File: config.mk
export PLATFORM = sky130hd
export DESIGN_NAME = mesh_vertex_scale_rotate
export DESIGN_NICKNAME = d
export VERILOG_FILES = /design/src/hdl/mvsr_pkg.sv /design/src/hdl/mvsr_cordic.sv /design/src/hdl/mvsr_mac.sv /design/src/hdl/mesh_vertex_scale_rotate.sv
export SDC_FILE = /design/constraint.sdc
export NUM_CORES = 2
export LEC_CHECK = 0
export BUFFER_PORTS_ARGS = -buffer_cell sky130_fd_sc_hd__buf_2
export CAP_MARGIN = 20
export CORE_MARGIN = 2
export CORE_UTILIZATION = 58
export DETAILED_ROUTE_END_ITERATION = 8
export PLACE_DENSITY = 0.71
export SLEW_MARGIN = 15
export SYNTH_ARGS = -nofsm -noshare
export SYNTH_HDL_FRONTEND = slang
export SYNTH_SLANG_ARGS = --single-unit
File: constraint.sdc
create_clock -name i_clk -period 12.47 [get_ports i_clk]
set_input_delay 1.247 -clock i_clk [delete_from_list [all_inputs] [get_ports i_clk]]
set_output_delay 1.247 -clock i_clk [all_outputs]
set_load 0.05 [all_outputs]
File: src/hdl/mvsr_pkg.sv
`timescale 1ns / 1ps
// ----------------------------------------------------------------------------
// mvsr_pkg
// Shared types, shape vertex table, arctangent table and the per-vertex
// micro-op schedule for the mesh vertex scale/rotate block.
// ----------------------------------------------------------------------------
package mvsr_pkg;

    // Fixed table geometry
    localparam int TABLE_KINDS  = 5;
    localparam int TABLE_POINTS = 12;
    localparam int TABLE_SIZE   = TABLE_KINDS * TABLE_POINTS;
    localparam int MAX_STEPS    = 24;

    // CORDIC start gain, Q1.30
    localparam logic signed [32:0] CORDIC_GAIN = 33'sd652032874;

    // Sine/cosine, dx/dy, product, accumulator and pixel widths
    localparam int TRIG_W = 33;
    localparam int OFS_W  = 32;
    localparam int PROD_W = 49;
    localparam int ACC_W  = 66;
    localparam int PIX_W  = 35;

    // Per-vertex schedule: steps 0..9 issue products, 10 drains, 11 rounds, 12 emits
    localparam int          STEP_W     = 4;
    localparam logic [3:0]  STEP_ROUND = 4'd11;
    localparam logic [3:0]  STEP_EMIT  = 4'd12;

    typedef enum logic [1:0] {
        ST_IDLE,
        ST_CORDIC,
        ST_VERTEX
    } t_state;

    typedef enum logic [1:0] {
        A_W,
        A_H,
        A_DX,
        A_DY
    } t_asel;

    typedef enum logic [2:0] {
        B_TX,
        B_TY,
        B_CLO,
        B_CHI,
        B_SLO,
        B_SHI
    } t_bsel;

    typedef enum logic [2:0] {
        DEST_NONE,
        DEST_DX,
        DEST_DY,
        DEST_ACCX,
        DEST_ACCY
    } t_dest;

    // One multiply-accumulate operation
    typedef struct packed {
        t_asel asel;
        t_bsel bsel;
        t_dest dest;
        logic  shift;   // product weighted by 2^16 (upper half of sin/cos)
        logic  neg;     // subtract instead of add
        logic  load;    // replace accumulator instead of adding
    } t_mac_op;

    localparam t_mac_op MAC_NOP = '{asel: A_W, bsel: B_TX, dest: DEST_NONE,
                                    shift: 1'b0, neg: 1'b0, load: 1'b0};

    // Normalized vertices, Q0.16, flat [kind*12 + point]
    localparam logic [15:0] SHAPE_X [0:TABLE_SIZE-1] = '{
        16'd16384, 16'd32768, 16'd49152, 16'd32768, 16'd16384, 16'd16384,
        16'd16384, 16'd16384, 16'd16384, 16'd16384, 16'd16384, 16'd16384,
        16'd19661, 16'd26214, 16'd45875, 16'd52429, 16'd45875, 16'd19661,
        16'd6554,  16'd19661, 16'd19661, 16'd19661, 16'd19661, 16'd19661,
        16'd19661, 16'd26214, 16'd32768, 16'd45875, 16'd52429, 16'd52429,
        16'd45875, 16'd39322, 16'd19661, 16'd13107, 16'd13107, 16'd19661,
        16'd19661, 16'd26214, 16'd52429, 16'd52429, 16'd45875, 16'd32768,
        16'd32768, 16'd26214, 16'd19661, 16'd13107, 16'd13107, 16'd19661,
        16'd26214, 16'd39322, 16'd52429, 16'd52429, 16'd39322, 16'd26214,
        16'd13107, 16'd13107, 16'd26214, 16'd26214, 16'd26214, 16'd26214
    };

    localparam logic [15:0] SHAPE_Y [0:TABLE_SIZE-1] = '{
        16'd52429, 16'd13107, 16'd52429, 16'd45875, 16'd52429, 16'd52429,
        16'd52429, 16'd52429, 16'd52429, 16'd52429, 16'd52429, 16'd52429,
        16'd26214, 16'd13107, 16'd13107, 16'd32768, 16'd52429, 16'd52429,
        16'd32768, 16'd26214, 16'd26214, 16'd26214, 16'd26214, 16'd26214,
        16'd19661, 16'd26214, 16'd13107, 16'd13107, 16'd26214, 16'd39322,
        16'd39322, 16'd52429, 16'd52429, 16'd45875, 16'd32768, 16'd19661,
        16'd13107, 16'd13107, 16'd26214, 16'd32768, 16'd39322, 16'd39322,
        16'd45875, 16'd52429, 16'd52429, 16'd39322, 16'd26214, 16'd13107,
        16'd13107, 16'd13107, 16'd26214, 16'd39322, 16'd52429, 16'd52429,
        16'd39322, 16'd26214, 16'd13107, 16'd13107, 16'd13107, 16'd13107
    };

    // Vertex coordinate lookup; out-of-table kinds read as zero
    function automatic logic [15:0] shape_coord(input logic [2:0] kind,
                                                input logic [3:0] pt,
                                                input logic       sel_y);
        logic [6:0] idx;
        idx = 7'(kind) * 7'(TABLE_POINTS) + 7'(pt);
        if (idx < 7'(TABLE_SIZE)) begin
            return sel_y ? SHAPE_Y[idx[5:0]] : SHAPE_X[idx[5:0]];
        end
        return 16'd0;
    endfunction

    // atan(2^-i) in units of 2^-32 turn
    function automatic logic signed [32:0] atan_turn(input logic [4:0] i);
        unique case (i)
            5'd0:    return 33'sd536870912;
            5'd1:    return 33'sd316933406;
            5'd2:    return 33'sd167458907;
            5'd3:    return 33'sd85004756;
            5'd4:    return 33'sd42667331;
            5'd5:    return 33'sd21354465;
            5'd6:    return 33'sd10679838;
            5'd7:    return 33'sd5340245;
            5'd8:    return 33'sd2670163;
            5'd9:    return 33'sd1335087;
            5'd10:   return 33'sd667544;
            5'd11:   return 33'sd333772;
            5'd12:   return 33'sd166886;
            5'd13:   return 33'sd83443;
            5'd14:   return 33'sd41722;
            5'd15:   return 33'sd20861;
            5'd16:   return 33'sd10430;
            5'd17:   return 33'sd5215;
            5'd18:   return 33'sd2608;
            5'd19:   return 33'sd1304;
            5'd20:   return 33'sd652;
            5'd21:   return 33'sd326;
            5'd22:   return 33'sd163;
            5'd23:   return 33'sd81;
            default: return 33'sd0;
        endcase
    endfunction

    // Per-vertex schedule of the shared multiplier:
    //   dx = w*(tx-0.5), dy = h*(ty-0.5)
    //   acc_x = dx*c - dy*s, acc_y = dx*s + dy*c (sin/cos split in 16-bit halves)
    function automatic t_mac_op vertex_op(input logic [3:0] step);
        t_mac_op op;
        op = MAC_NOP;
        unique case (step)
            4'd0: op = '{A_W,  B_TX,  DEST_DX,   1'b0, 1'b0, 1'b1};
            4'd1: op = '{A_H,  B_TY,  DEST_DY,   1'b0, 1'b0, 1'b1};
            4'd2: op = '{A_DX, B_CLO, DEST_ACCX, 1'b0, 1'b0, 1'b1};
            4'd3: op = '{A_DX, B_CHI, DEST_ACCX, 1'b1, 1'b0, 1'b0};
            4'd4: op = '{A_DX, B_SLO, DEST_ACCY, 1'b0, 1'b0, 1'b1};
            4'd5: op = '{A_DX, B_SHI, DEST_ACCY, 1'b1, 1'b0, 1'b0};
            4'd6: op = '{A_DY, B_SLO, DEST_ACCX, 1'b0, 1'b1, 1'b0};
            4'd7: op = '{A_DY, B_SHI, DEST_ACCX, 1'b1, 1'b1, 1'b0};
            4'd8: op = '{A_DY, B_CLO, DEST_ACCY, 1'b0, 1'b0, 1'b0};
            4'd9: op = '{A_DY, B_CHI, DEST_ACCY, 1'b1, 1'b0, 1'b0};
            default: op = MAC_NOP;
        endcase
        return op;
    endfunction

endpackage

File: src/hdl/mvsr_cordic.sv
`timescale 1ns / 1ps
// ----------------------------------------------------------------------------
// mvsr_cordic
// Iterative CORDIC in rotation mode, one micro-rotation per cycle. Angle is
// a 16-bit fraction of a turn; the top two bits select a quarter turn that
// is applied after the iterations. Outputs cosine and sine in Q1.30.
// ----------------------------------------------------------------------------
module mvsr_cordic #(
    parameter int STEPS = 16
) (
    input  logic                               i_clk,
    input  logic                               i_rst_n,
    input  logic                               i_start,
    input  logic [15:0]                        i_angle,
    output logic                               o_done,
    output logic signed [mvsr_pkg::TRIG_W-1:0] o_cos,
    output logic signed [mvsr_pkg::TRIG_W-1:0] o_sin
);

    localparam int TW = mvsr_pkg::TRIG_W;
    localparam logic [4:0] LAST_STEP = 5'(STEPS - 1);

    typedef enum logic [1:0] {
        Q_0,
        Q_90,
        Q_180,
        Q_270
    } t_quad;

    logic                 r_run;
    logic                 r_map;
    logic                 r_done;
    logic [4:0]           r_i;
    logic [1:0]           r_quad;
    logic signed [TW-1:0] r_x;
    logic signed [TW-1:0] r_y;
    logic signed [TW-1:0] r_z;
    logic signed [TW-1:0] r_cos;
    logic signed [TW-1:0] r_sin;

    logic signed [TW-1:0] xs;
    logic signed [TW-1:0] ys;
    logic signed [TW-1:0] at;
    logic signed [TW-1:0] n_cos;
    logic signed [TW-1:0] n_sin;

    // Shifted terms for the current micro-rotation (floor shift)
    assign xs = r_x >>> r_i;
    assign ys = r_y >>> r_i;
    assign at = mvsr_pkg::atan_turn(r_i);

    // Quarter-turn rotation of the result
    always_comb begin
        unique case (t_quad'(r_quad))
            Q_0: begin
                n_cos = r_x;
                n_sin = r_y;
            end
            Q_90: begin
                n_cos = -r_y;
                n_sin = r_x;
            end
            Q_180: begin
                n_cos = -r_x;
                n_sin = -r_y;
            end
            Q_270: begin
                n_cos = r_y;
                n_sin = -r_x;
            end
            default: begin
                n_cos = r_x;
                n_sin = r_y;
            end
        endcase
    end

    // Control: run STEPS micro-rotations, then apply the quadrant
    always_ff @(posedge i_clk) begin
        if (!i_rst_n) begin
            r_run  <= 1'b0;
            r_map  <= 1'b0;
            r_done <= 1'b0;
            r_i    <= 5'd0;
        end else begin
            r_done <= r_map;
            r_map  <= r_run && (r_i == LAST_STEP);
            if (i_start) begin
                r_run <= 1'b1;
                r_i   <= 5'd0;
            end else if (r_run) begin
                if (r_i == LAST_STEP) begin
                    r_run <= 1'b0;
                end
                r_i <= r_i + 5'd1;
            end
        end
    end

    // Datapath
    always_ff @(posedge i_clk) begin
        if (i_start) begin
            r_x    <= mvsr_pkg::CORDIC_GAIN;
            r_y    <= '0;
            r_z    <= TW'({i_angle[13:0], 16'd0});
            r_quad <= i_angle[15:14];
        end else if (r_run) begin
            if (!r_z[TW-1]) begin
                r_x <= r_x - ys;
                r_y <= r_y + xs;
                r_z <= r_z - at;
            end else begin
                r_x <= r_x + ys;
                r_y <= r_y - xs;
                r_z <= r_z + at;
            end
        end
        if (r_map) begin
            r_cos <= n_cos;
            r_sin <= n_sin;
        end
    end

    assign o_done = r_done;
    assign o_cos  = r_cos;
    assign o_sin  = r_sin;

endmodule

File: src/hdl/mvsr_mac.sv
`timescale 1ns / 1ps
// ----------------------------------------------------------------------------
// mvsr_mac
// Shared 32x17 signed multiplier with a registered product and one
// accumulate adder. Results land in the offset registers (dx, dy) or in
// the two rotation accumulators, as the issued operation directs.
// ----------------------------------------------------------------------------
module mvsr_mac (
    input  logic                              i_clk,
    input  logic                              i_rst_n,
    input  mvsr_pkg::t_mac_op                 i_op,
    input  logic signed [mvsr_pkg::OFS_W-1:0] i_a,
    input  logic signed [16:0]                i_b,
    output logic signed [mvsr_pkg::OFS_W-1:0] o_dx,
    output logic signed [mvsr_pkg::OFS_W-1:0] o_dy,
    output logic signed [mvsr_pkg::ACC_W-1:0] o_acc_x,
    output logic signed [mvsr_pkg::ACC_W-1:0] o_acc_y
);

    localparam int PW = mvsr_pkg::PROD_W;
    localparam int AW = mvsr_pkg::ACC_W;
    localparam int OW = mvsr_pkg::OFS_W;

    mvsr_pkg::t_mac_op    r_op;
    logic signed [PW-1:0] r_prod;
    logic signed [OW-1:0] r_dx;
    logic signed [OW-1:0] r_dy;
    logic signed [AW-1:0] r_acc_x;
    logic signed [AW-1:0] r_acc_y;

    logic signed [PW-1:0] prod;
    logic signed [AW-1:0] ext;
    logic signed [AW-1:0] addend;
    logic signed [AW-1:0] base;
    logic signed [AW-1:0] sum;

    // Multiply stage
    assign prod = i_a * i_b;

    always_ff @(posedge i_clk) begin
        if (!i_rst_n) begin
            r_op <= mvsr_pkg::MAC_NOP;
        end else begin
            r_op <= i_op;
        end
    end

    always_ff @(posedge i_clk) begin
        r_prod <= prod;
    end

    // Accumulate stage: base + (+/- product * 2^0 or 2^16)
    always_comb begin
        ext    = AW'(r_prod);
        ext    = r_op.shift ? (ext <<< 16) : ext;
        addend = r_op.neg ? ~ext : ext;
        if (r_op.load) begin
            base = '0;
        end else if (r_op.dest == mvsr_pkg::DEST_ACCX) begin
            base = r_acc_x;
        end else begin
            base = r_acc_y;
        end
        sum = base + addend + AW'(r_op.neg);
    end

    always_ff @(posedge i_clk) begin
        unique case (r_op.dest)
            mvsr_pkg::DEST_DX:   r_dx    <= OW'(r_prod);
            mvsr_pkg::DEST_DY:   r_dy    <= OW'(r_prod);
            mvsr_pkg::DEST_ACCX: r_acc_x <= sum;
            mvsr_pkg::DEST_ACCY: r_acc_y <= sum;
            default: begin
            end
        endcase
    end

    assign o_dx    = r_dx;
    assign o_dy    = r_dy;
    assign o_acc_x = r_acc_x;
    assign o_acc_y = r_acc_y;

endmodule

File: src/hdl/mesh_vertex_scale_rotate.sv
`timescale 1ns / 1ps
// ----------------------------------------------------------------------------
// mesh_vertex_scale_rotate
// Emits the polyline of one vector shape, scaled to a box and rotated
// about the box center.
// ----------------------------------------------------------------------------
// A request is taken when start is high and busy is low. An inactive request
// or an unknown shape kind is taken and produces nothing; busy stays low.
// Otherwise busy stays high while the iterative CORDIC computes sine and
// cosine (CORDIC_STEPS micro-rotations, at most MAX_STEPS) and then while
// every vertex in turn runs through the one shared multiplier (ten
// products, one drain, rounding, output), until the last vertex is out. Each
// vertex appears on the o_point_* ports for exactly one cycle with o_valid
// high; there is no backpressure, so the receiver must take every transfer
// in the cycle it is presented. o_last marks the final vertex.
// ----------------------------------------------------------------------------
module mesh_vertex_scale_rotate #(
    parameter int POINTS_PER_SHAPE = 12,
    parameter int SHAPE_KINDS      = 5,
    parameter int CORDIC_STEPS     = 16
) (
    input  logic               i_clk,
    input  logic               i_rst_n,
    input  logic               start,
    output logic               busy,
    input  logic [2:0]         i_mesh_type,
    input  logic [15:0]        i_box_width,
    input  logic [15:0]        i_box_height,
    input  logic [15:0]        i_angle,
    input  logic               i_active,
    output logic               o_valid,
    output logic signed [17:0] o_point_x,
    output logic signed [17:0] o_point_y,
    output logic [3:0]         o_vertex_index,
    output logic               o_last
);

    localparam int STEPS_RUN = (CORDIC_STEPS < mvsr_pkg::MAX_STEPS) ?
                               CORDIC_STEPS : mvsr_pkg::MAX_STEPS;
    localparam int VW = $clog2(POINTS_PER_SHAPE);
    localparam int IW = (VW > 4) ? VW : 4;
    localparam logic [VW-1:0] LAST_VTX = VW'(POINTS_PER_SHAPE - 1);
    localparam int TW = mvsr_pkg::TRIG_W;
    localparam int XW = mvsr_pkg::PIX_W;
    localparam int OW = mvsr_pkg::OFS_W;
    localparam int AW = mvsr_pkg::ACC_W;

    // Control and request registers
    mvsr_pkg::t_state       r_state, n_state;
    logic [mvsr_pkg::STEP_W-1:0] r_step, n_step;
    logic [VW-1:0]          r_vtx, n_vtx;
    logic [15:0]            r_w;
    logic [15:0]            r_h;
    logic [2:0]             r_kind;
    logic signed [XW-1:0]   r_rx;
    logic signed [XW-1:0]   r_ry;
    logic                   r_valid, n_valid;
    logic signed [17:0]     r_px;
    logic signed [17:0]     r_py;
    logic [3:0]             r_idx;
    logic                   r_last;

    logic                   accept;
    logic                   go;
    logic                   kind_ok;
    logic                   cordic_done;
    logic signed [TW-1:0]   cos_v;
    logic signed [TW-1:0]   sin_v;
    mvsr_pkg::t_mac_op      op;
    logic signed [OW-1:0]   mac_a;
    logic signed [16:0]     mac_b;
    logic signed [OW-1:0]   dx;
    logic signed [OW-1:0]   dy;
    logic signed [AW-1:0]   acc_x;
    logic signed [AW-1:0]   acc_y;
    logic [IW-1:0]          vtx_ext;
    logic [3:0]             pt;
    logic signed [16:0]     tx_ofs;
    logic signed [16:0]     ty_ofs;
    logic signed [XW-1:0]   cx;
    logic signed [XW-1:0]   cy;
    logic signed [XW-1:0]   adj_x;
    logic signed [XW-1:0]   adj_y;

    // Truncated pixel value clamped to -65536..131071
    function automatic logic signed [17:0] sat18(input logic signed [18:0] v);
        if (v < -19'sd65536) begin
            return -18'sd65536;
        end else if (v > 19'sd131071) begin
            return 18'sd131071;
        end
        return 18'(v);
    endfunction

    // Request acceptance
    assign busy    = (r_state != mvsr_pkg::ST_IDLE);
    assign accept  = start && !busy;
    assign kind_ok = (4'(i_mesh_type) < 4'(SHAPE_KINDS)) &&
                     (4'(i_mesh_type) < 4'(mvsr_pkg::TABLE_KINDS));
    assign go      = accept && i_active && kind_ok;

    always_ff @(posedge i_clk) begin
        if (go) begin
            r_w    <= i_box_width;
            r_h    <= i_box_height;
            r_kind <= i_mesh_type;
        end
    end

    // Sine and cosine
    mvsr_cordic #(
        .STEPS (STEPS_RUN)
    ) u_cordic (
        .i_clk   (i_clk),
        .i_rst_n (i_rst_n),
        .i_start (go),
        .i_angle (i_angle),
        .o_done  (cordic_done),
        .o_cos   (cos_v),
        .o_sin   (sin_v)
    );

    // Table point for the current vertex; past the table the last one repeats
    assign vtx_ext = IW'(r_vtx);
    assign pt      = (vtx_ext < IW'(mvsr_pkg::TABLE_POINTS)) ? vtx_ext[3:0] :
                     4'(mvsr_pkg::TABLE_POINTS - 1);
    assign tx_ofs  = signed'({1'b0, mvsr_pkg::shape_coord(r_kind, pt, 1'b0)}) -
                     17'sd32768;
    assign ty_ofs  = signed'({1'b0, mvsr_pkg::shape_coord(r_kind, pt, 1'b1)}) -
                     17'sd32768;

    // Operand selection for the shared multiplier
    assign op = (r_state == mvsr_pkg::ST_VERTEX) ? mvsr_pkg::vertex_op(r_step) :
                mvsr_pkg::MAC_NOP;

    always_comb begin
        unique case (op.asel)
            mvsr_pkg::A_W:  mac_a = signed'(OW'(r_w));
            mvsr_pkg::A_H:  mac_a = signed'(OW'(r_h));
            mvsr_pkg::A_DX: mac_a = dx;
            mvsr_pkg::A_DY: mac_a = dy;
            default:        mac_a = dx;
        endcase
        unique case (op.bsel)
            mvsr_pkg::B_TX:  mac_b = tx_ofs;
            mvsr_pkg::B_TY:  mac_b = ty_ofs;
            mvsr_pkg::B_CLO: mac_b = signed'({1'b0, cos_v[15:0]});
            mvsr_pkg::B_CHI: mac_b = cos_v[TW-1:16];
            mvsr_pkg::B_SLO: mac_b = signed'({1'b0, sin_v[15:0]});
            mvsr_pkg::B_SHI: mac_b = sin_v[TW-1:16];
            default:         mac_b = tx_ofs;
        endcase
    end

    mvsr_mac u_mac (
        .i_clk   (i_clk),
        .i_rst_n (i_rst_n),
        .i_op    (op),
        .i_a     (mac_a),
        .i_b     (mac_b),
        .o_dx    (dx),
        .o_dy    (dy),
        .o_acc_x (acc_x),
        .o_acc_y (acc_y)
    );

    // Rotated offset back to Q16.16 plus box center
    assign cx = XW'({r_w, 15'd0});
    assign cy = XW'({r_h, 15'd0});

    always_ff @(posedge i_clk) begin
        if (r_state == mvsr_pkg::ST_VERTEX && r_step == mvsr_pkg::STEP_ROUND) begin
            r_rx <= XW'(acc_x >>> 30) + cx;
            r_ry <= XW'(acc_y >>> 30) + cy;
        end
    end

    // Truncate toward zero: bias negative values before the shift
    assign adj_x = r_rx[XW-1] ? (r_rx + XW'(16'hFFFF)) : r_rx;
    assign adj_y = r_ry[XW-1] ? (r_ry + XW'(16'hFFFF)) : r_ry;

    // Sequencer: state register
    always_ff @(posedge i_clk) begin
        if (!i_rst_n) begin
            r_state <= mvsr_pkg::ST_IDLE;
            r_step  <= '0;
            r_vtx   <= '0;
            r_valid <= 1'b0;
        end else begin
            r_state <= n_state;
            r_step  <= n_step;
            r_vtx   <= n_vtx;
            r_valid <= n_valid;
        end
    end

    // Sequencer: next state
    always_comb begin
        n_state = r_state;
        n_step  = r_step;
        n_vtx   = r_vtx;
        n_valid = 1'b0;
        unique case (r_state)
            mvsr_pkg::ST_IDLE: begin
                if (go) begin
                    n_state = mvsr_pkg::ST_CORDIC;
                end
            end
            mvsr_pkg::ST_CORDIC: begin
                if (cordic_done) begin
                    n_state = mvsr_pkg::ST_VERTEX;
                    n_step  = '0;
                    n_vtx   = '0;
                end
            end
            mvsr_pkg::ST_VERTEX: begin
                if (r_step == mvsr_pkg::STEP_EMIT) begin
                    n_valid = 1'b1;
                    n_step  = '0;
                    n_vtx   = r_vtx + VW'(1);
                    if (r_vtx == LAST_VTX) begin
                        n_state = mvsr_pkg::ST_IDLE;
                    end
                end else begin
                    n_step = r_step + 4'd1;
                end
            end
            default: begin
                n_state = mvsr_pkg::ST_IDLE;
            end
        endcase
    end

    // Output register
    always_ff @(posedge i_clk) begin
        if (n_valid) begin
            r_px   <= sat18(19'(adj_x >>> 16));
            r_py   <= sat18(19'(adj_y >>> 16));
            r_idx  <= vtx_ext[3:0];
            r_last <= (r_vtx == LAST_VTX);
        end
    end

    assign o_valid        = r_valid;
    assign o_point_x      = r_px;
    assign o_point_y      = r_py;
    assign o_vertex_index = r_idx;
    assign o_last         = r_last;

endmodule
==> flow_summary.ini <==
[placed_design]
dp_hpwl_mm = 140.3
place.gp.congestion = 1.023
portBuffers = 97
placedCellCount = 7997
pre_cts_ws_ns = 2.061

[yosys]
yosysMostFrequentCell = nor2_1
synth_seq_cells = 622
synth_top_area_share_pct = 20.53
ys_warn_count = 0
ys_seq_area_share_pct = 27.02
syn_inst = 6767
synth_edf_count = 422
ys_top_cells_by_area = edfxtp_1 (21%), fa_1 (17%), ha_1 (6.9%), dfxtp_1 (6.5%), xnor2_1 (4.6%)
yosysUniqueCellTypes = 100
async_flop_share_pct = 0
ys_top_cells_by_count = nor2_1 (729), nand2_1 (696), inv_1 (658)
yosysTopAreaCell = edfxtp_1
synthesis.nets = 7691
syn_area_per_cell_um2 = 9.120
syn_area_um2 = 61710
synth_ff_type = edfxtp_1

[pwr]
p_leak_nw = 27.66
clockPowerShare_pct = 15.2
power_per_cell_area_nw_per_um2 = 225.8
p_total_mw = 14.88
p_int_mw = 7.941
power_switching_mw = 6.943
netSwitchingFraction_pct = 46.65
combinationalPowerShare_pct = 63.3
seqPwrFrac_pct = 21.5
worst_ir_drop_vdd_mv = 0.4997

[clocking]
root_buffer = clkbuf_16
cts_setup_buffers = 0
clock-sinks = 622
cts_tree = done
clock_path_buffers = 3
numCtsBuffers = 72
cts-resized-gates = 0
htree_levels = 3
hold_buffers = 0
path_clk_slew_ns = 0.06
clk_latency_ns = 0.65

[layout]
stdcell_count = 8127
nets = 7604
final_util_pct = 62.53
synthToLayoutAreaGrowth_pct = 6.808
antenna_cells = 0
drive_above_1_share_pct = 7.423

[route]
num_vias = 50390
wl_per_cell_um = 22.48
avgViaCountPerCell = 6.200
drc_errors = 14
drt_iter0_drc = 4648
drt_pass1_iterations = 9
ant_nets = 0
routed_wl_mm = 182.7

[sta]
period_share_pct = 85.37
setup_tns_ns = 0
rsz0062_at_grt = false
skew_ns = 0.03246
final-hold-violation-count = 0
worst_pin_slew_ns = 1.265
finalSetupViolCount = 0
slew_violations = 0
fin_ws_ns = 1.824
relSlewSlack_pct = 15.70
max_freq_mhz = 93.93
finalCriticalPeriod_ns = 10.65

[hold_path]
worstHoldPathType = register to register
whs_path_depth = 0

[floorplan]
rows = 119
die_area_um2 = 109000
pin_count = 98
fp.dieW_um = 330.2
core-area_um2 = 105400
die_y_um = 330.2
start_util_pct = 58.54

[global_route]
grt-ovfl-total = 0
grt_pass1_vias = 49770
grt_pass1_wl_mm = 283.5
antenna_found_initial = 1
grt_max_degree = 117
track_usage_pct = 33.58

[critical_path]
critical_path.endpoint_type = register
crit_type = register to register
crit_top_cell = fa_1
cp.arrival_ns = 11.21
worstPathRequired_ns = 13.03
slowest_stage = o31ai_1
start_kind = register
rr_worst_depth = 32
reg2reg_slack_ns = 1.82
path_max_fanout = 16
slowest_delay_ns = 0.80

[status]
status = finished, violations left
violations = DRC

[run]
cap_violations = 0
==> critical path: cells and delay by family (launching register included) <==
kind | cells | cell delay (ns)
adder cells (fa/ha/maj) | 9 | 4.23
AO/OA/AOI/OAI | 11 | 3.25
AND/OR/NAND/NOR | 6 | 1.33
XOR/XNOR | 2 | 0.81
buffers and inverters | 4 | 0.48
flip-flops | 1 | 0.46
==> power groups by stage <==
stage | Clock (mW) | Sequential (mW) | Combinational (mW)
3_5_place_dp | 0 | 3.22 | 9.22
6_report | 2.26 | 3.21 | 9.42
5_1_grt | 2.36 | 3.21 | 10.4
2_1_floorplan | 0 | 2.79 | 7.33
3_3_place_gp | 0 | 3.21 | 9.13
4_1_cts | 2.29 | 3.17 | 9.32
==> final timing paths <==
path	from	endpoint
worst max-delay path	r_kind[1]	u_mac.r_prod[46]
worst min-delay path	u_mac.o_acc_x[36]	r_rx[6]
worst max register to register	r_kind[1]	u_mac.r_prod[46]
worst min register to register	u_mac.o_acc_x[36]	r_rx[6]
==> placed cells by master (no fill, tap or decap), types with 75 or more instances in the layout <==
cell type and n:
nand3_1 86, nand2b_1 111, fa_1 529, xor2_1 154, edfxtp_1 422, o21ai_0 274
inv_1 657, buf_2 97, nor2_1 727, mux2i_1 154, nand2_1 696, clkbuf_16 75
dfxtp_1 190, a21oi_1 492, buf_4 105, nor3_1 79, a21o_1 104, xnor2_1 325
ha_1 340
==> sequential cells by signal, indices dropped and copies added (netlist names), 33 cells and up, named ones only <==
name            cells
r_rx               35
r_ry               35
u_cordic.o_cos     33
u_cordic.o_sin     33
u_cordic.r_x       33
u_cordic.r_y       33
u_cordic.r_z       33
u_mac.o_acc_x      65
u_mac.o_acc_y      65
u_mac.r_prod       49
==> final cells by class <==
type | instances | area [um2]
repair buffers | 203 | 1294
clock inverters | 39 | 549.3
flip-flops and latches | 622 | 16700
clock buffers | 91 | 1967
multi-input cells | 5118 | 41170
inverters | 663 | 2494
fillers | 8960 | 39500
well taps | 1391 | 1740
==> metal layers <==
metal	global-route usage, %	up-vias	part of all wire [%]
li1	-	23080	-
met1	42.46	24560	39
met2	55.81	2214	47
met3	4.486	536	7.0
met4	18.66	2	6.3
met5	0	-	0.011
==> metrics by stage <==
stage	cell area (um2)	hold slack (ns)
floorplan	61710	0.4064
global placement	63390	0.4304
detailed placement	63400	0.4349
CTS	65910	0.4511
global route	65920	0.4569
finish	65920	0.4485
==> cell families after synthesis <==
group                    after synthesis  synth area share, %
AO/OA/AOI/OAI                       1461                15.02
XOR/XNOR                             480                6.812
adder cells (fa/ha/maj)              870                24.07
buffers and inverters               1027                6.431
flip-flops                           622                27.02
multiplexers                         257                5.709
AND/OR/NAND/NOR                     2050                14.94
No activity file was read; power rests on OpenSTA's default activity.
